--- src/sv/mhd_pkg.sv ---
// Shared types, constants and helpers for the nearest-codeword decoder.
// No dependencies; the cell and the top level refer to it by scoped names.
package mhd_pkg;

  // Fixed widths of the beat fields.
  localparam int ENTRY_INDEX_W = 8;
  localparam int WORD_W        = 15;
  localparam int SYMBOL_W      = 8;
  localparam int DIST_W        = 4;
  localparam int DIST_MAX      = 15;

  // Defaults for the top-level parameters.
  localparam int SYMBOL_BITS_DEF = 8;
  localparam int WORD_BITS_DEF   = 15;

  // Operation codes carried in the op field.
  localparam logic OP_LOAD   = 1'b0;
  localparam logic OP_DECODE = 1'b1;

  // Control part of a beat moving along the chain.
  typedef struct packed {
    logic valid;
    logic op;
    logic found;
  } ctl_t;

  // Count the ones of a word of up to 32 bits.
  function automatic logic [5:0] popcount32(input logic [31:0] v);
    logic [5:0] n;
    n = '0;
    for (int i = 0; i < 32; i++) begin
      n = n + 6'(v[i]);
    end
    return n;
  endfunction

endpackage

--- src/sv/mhd_cell.sv ---
// One cell of the decoder chain: holds one codebook entry, compares the
// passing beat against it and hands the beat on. Depends on mhd_pkg.
module mhd_cell #(
  parameter int SYMBOL_BITS = mhd_pkg::SYMBOL_BITS_DEF,
  parameter int WORD_BITS   = mhd_pkg::WORD_BITS_DEF,
  parameter int CELL_INDEX  = 0,
  localparam int DistW      = $clog2(WORD_BITS + 1)
) (
  input  logic                   clk,
  input  logic                   rst_n,
  input  logic                   en,
  input  mhd_pkg::ctl_t          ctl_i,
  input  logic [SYMBOL_BITS-1:0] idx_i,
  input  logic [WORD_BITS-1:0]   word_i,
  input  logic [DistW-1:0]       best_i,
  input  logic [SYMBOL_BITS-1:0] pick_i,
  output mhd_pkg::ctl_t          ctl_o,
  output logic [SYMBOL_BITS-1:0] idx_o,
  output logic [WORD_BITS-1:0]   word_o,
  output logic [DistW-1:0]       best_o,
  output logic [SYMBOL_BITS-1:0] pick_o
);

  logic [WORD_BITS-1:0]   entry_r;
  mhd_pkg::ctl_t          ctl_r, ctl_nxt;
  logic [SYMBOL_BITS-1:0] idx_r;
  logic [WORD_BITS-1:0]   word_r;
  logic [DistW-1:0]       best_r, best_nxt;
  logic [SYMBOL_BITS-1:0] pick_r, pick_nxt;
  logic [DistW-1:0]       cand_dist;
  logic                   hit_load;
  logic                   better;

  assign cand_dist = DistW'(mhd_pkg::popcount32(32'(word_i ^ entry_r)));
  assign hit_load  = en && ctl_i.valid && (ctl_i.op == mhd_pkg::OP_LOAD) &&
                     (idx_i == SYMBOL_BITS'(CELL_INDEX));
  assign better    = (ctl_i.op == mhd_pkg::OP_DECODE) && (cand_dist < best_i);

  always_comb begin
    ctl_nxt  = ctl_i;
    best_nxt = best_i;
    pick_nxt = pick_i;
    if (better) begin
      ctl_nxt.found = 1'b1;
      best_nxt      = cand_dist;
      pick_nxt      = SYMBOL_BITS'(CELL_INDEX);
    end
  end

  always_ff @(posedge clk) begin
    if (!rst_n) begin
      ctl_r <= '0;
    end else if (en) begin
      ctl_r <= ctl_nxt;
    end
  end

  always_ff @(posedge clk) begin
    if (en) begin
      idx_r  <= idx_i;
      word_r <= word_i;
      best_r <= best_nxt;
      pick_r <= pick_nxt;
    end
    if (hit_load) begin
      entry_r <= word_i;
    end
  end

  assign ctl_o  = ctl_r;
  assign idx_o  = idx_r;
  assign word_o = word_r;
  assign best_o = best_r;
  assign pick_o = pick_r;

endmodule

--- config.mk ---
export PLATFORM = sky130hd
export DESIGN_NAME = mhd_cell
export DESIGN_NICKNAME = d
export VERILOG_FILES = /design/src/sv/mhd_pkg.sv /design/src/sv/mhd_cell.sv
export SDC_FILE = /design/constraint.sdc
export NUM_CORES = 1
export LEC_CHECK = 0
export ABC_CLOCK_PERIOD_IN_PS = 7000
export BUFFER_PORTS_ARGS = -buffer_cell sky130_fd_sc_hd__buf_2
export CAP_MARGIN = 20
export CELL_PAD_IN_SITES_DETAIL_PLACEMENT = 1
export CELL_PAD_IN_SITES_GLOBAL_PLACEMENT = 1
export CORE_MARGIN = 2
export CORE_UTILIZATION = 40
export CTS_CLUSTER_DIAMETER = 40
export DETAILED_ROUTE_END_ITERATION = 8
export PLACE_DENSITY = 0.81
export SYNTH_ARGS = -nofsm -noshare
export SYNTH_HDL_FRONTEND = slang
export SYNTH_SLANG_ARGS = --single-unit
export TNS_END_PERCENT = 5
--- constraint.sdc ---
create_clock -name clk -period 7 [get_ports clk]
set_input_delay 0.7 -clock clk [delete_from_list [all_inputs] [get_ports clk]]
set_output_delay 0.7 -clock clk [all_outputs]
set_load 0.05 [all_outputs]
==> metrics.yaml <==
drc: 0
ios: 79
finalPower_mw: 0.942
ys_top_cells_by_area: "edfxtp_1 66%, fa_1 8.8%, xor2_1 3.9%"
grt_pass1_vias: 1399
drtIter0Drc: 54
grt_max_degree: 41
p_leak_nw: 1.22
outcome: "finished clean"
multi_input_area_um2: 642
numCtsBuffers: 5
wl_per_cell_um: 14.4
initial_core_util: 0.413
netlist_area_mm2: 0.00227
firstDrtPassIters: 3
grt_pass1_wl_um: 6770
setup_tns_ns: 0
muxShareOfSynthArea: 0.0281
synth_compound_area_frac: 0.0237
post_cts_resized: 0
syn_inst: 130
power_frac_seq: 0.421
worst_path_most_repeated_cell: "fa_1"
dieWidth_um: 79.4
diodes: 0
hold_buffers: 0
p_per_area_mw_per_mm2: 330
routed_wl_um: 4160
max_stage_delay_ns: 0.54
drive_above_1_share: 0.472
critPathLaunchType: "input port"
p_int_mw: 0.597
worst_pin_slew_ns: 0.897
synth_warnings: 0
cts_tree: "built"
yosysTopAreaCell: "edfxtp_1"
synth_xor_area_frac: 0.0617
die_y_um: 79.4
postCtsSetupRepairBufs: 0
h-tree-depth: 2
cp_cell_sequence: "buf_2, xnor2_1, fa_1, inv_1, fa_1, fa_1, inv_1, fa_1, inv_1, fa_1, inv_1, fa_1, inv_1, ha_1, o211ai_2, o2111ai_2, mux2_2"
clk_pin_slew_ns: 0.10
pwr-share-comb: 0.391
syn_avg_cell_area_um2: 17.5
synth_top_area_frac: 0.661
p_sw_mw: 0.345
synth_top_family_by_area: "adder cells"
layout.nets: 271
ff2ff_path_depth: 16
fmax_mhz: 184
drv_cap: 0
cp-end-kind: "flip-flop"
rows: 27
hold_path_depth: 2
min_path_type: "reg2reg"
io_buffers: 78
area_growth_pct: 25.5
slew_headroom: 0.402
finalClockSkew_ns: 0.00895
grt_usage: 0.143
setup_viol: 0
hold_viol_final: 0
min_period_ns: 5.43
async_flop_share: 0
cts_sinks: 53
fp.dieArea_mm2: 0.00630
insertion_delay_ns: 0.30
postRouteAntennaNets: 0
vias: 1318
cts-root-buf: "clkbuf_8"
rsz0062_at_grt: "no"
cp.required_ns: 7.05
avgViaCountPerCell: 4.58
ys.flop_type: "edfxtp_1"
cp_max_fo: 13
synth_most_common_cell: "edfxtp_1"
grt_overflow: 0
ys_top_cells_by_count: "50 x edfxtp_1, 17 x inv_1, 10 x fa_1, 10 x xor2_1, 8 x and2_2"
path_class: "in2reg"
cp.arrival_ns: 5.48
gp_congestion: 0.743
cpMaxStageDelayCell: "fa_1"
final_max_slew_viol_count: 0
dp_hpwl_um: 3120
synth_edf_count: 50
antenna_found_initial: 0
cts_max_path_buffers: 2
yosys.area_share.simple: 0.0507
clock_power_share: 0.188
synth-seq-cells: 53
synthesis.nets: 186
core_mm2: 0.00551
period_share: 0.775
regArea_mm2: 0.00156
ys_types: 21
swShare: 0.366
ir_drop_uv: 160
ys_seq_area_frac: 0.687
yosys.area_share.adder: 0.116
fill_cells: 581
==> through the flow <==
step / setup WS (ns) / hold WS [ns] / instance area, um^2 / util / cells
2_1_floorplan: 1.79 / 0.743 / 2270 / - / 130
3_3_place_gp: 1.35 / 0.495 / 2760 / 0.500 / 280
3_5_place_dp: 1.24 / 0.515 / 2760 / 0.500 / 280
4_1_cts: 1.53 / 0.537 / 2850 / 0.518 / 288
5_1_grt: 1.35 / 0.566 / 2850 / 0.518 / 288
6_report: 1.57 / 0.529 / 2850 / 0.518 / 288
==> critical path: cells and delay by family <==
family	cells	cell delay, ns
adders and majority gates	7	3.18
AOI/OAI and AO/OA	2	0.60
buffers and inverters	6	0.44
muxes	1	0.40
xor gates and xnor gates	1	0.14
==> path summary, 6_finish.rpt <==
kind	startpoint	endpoint	slack, ns
worst max-delay path	word_i[0]	best_o[0]	1.57
worst min-delay path	ctl_o[1]	ctl_o[1]	0.53
worst max register to register	entry_r[0]	best_o[0]	1.68
worst min register to register	ctl_o[1]	ctl_o[1]	0.53
==> sequential cells by signal (all words and copies together) (netlist names) <==
| register | count |
|---|---|
| best_o | 4 |
| word_o | 15 |
| ctl_o | 3 |
| entry_r | 15 |
| idx_o | 8 |
| pick_o | 8 |
==> area by class of cell <==
type                       count  share of cell area
sequential                    53               0.548
inverter                      17              0.0224
timing repair buffer          79               0.140
clock buffer                   6              0.0290
tap                           72              0.0316
clock inverter                 2             0.00483
multi-input combinational     59               0.225
==> power by group through the flow <==
stage	Combinational [mW]	Clock [mW]	Sequential (mW)
floorplan	0.168	0	0.523
global placement	0.352	0	0.403
detailed placement	0.367	0	0.405
CTS	0.376	0.184	0.397
global route	0.404	0.199	0.400
finish	0.368	0.177	0.397
==> logic make-up (layout without fill, tap and decap cells) <==
kind of cell	Yosys count	count (layout)
DFF	53	53
adders and majority gates	15	15
buffers and inverters	18	104
and+or+nand+nor	16	16
xor gates and xnor gates	16	16
muxes	6	6
AOI/OAI and AO/OA	6	6
==> layout by cell type, fill, tap and decap left out, drive strengths merged, types with 2 or more instances in the layout <==
cell type,n
inv,17
nor2b,2
xor2,10
clkinv,2
dfxtp,3
edfxtp,50
buf,79
and2,8
mux2i,3
a21o,2
nand2,2
ha,5
mux2,3
clkbuf,6
xnor2,6
fa,10
nor4,2
==> per-layer routing <==
metal	global-route usage	vias up	share of wire
met5	0	-	0
li1	-	621	-
met4	0.0724	0	0.023
met3	0.0271	6	0.036
met2	0.239	38	0.52
met1	0.178	653	0.42
(Power assumes the default switching activity.)
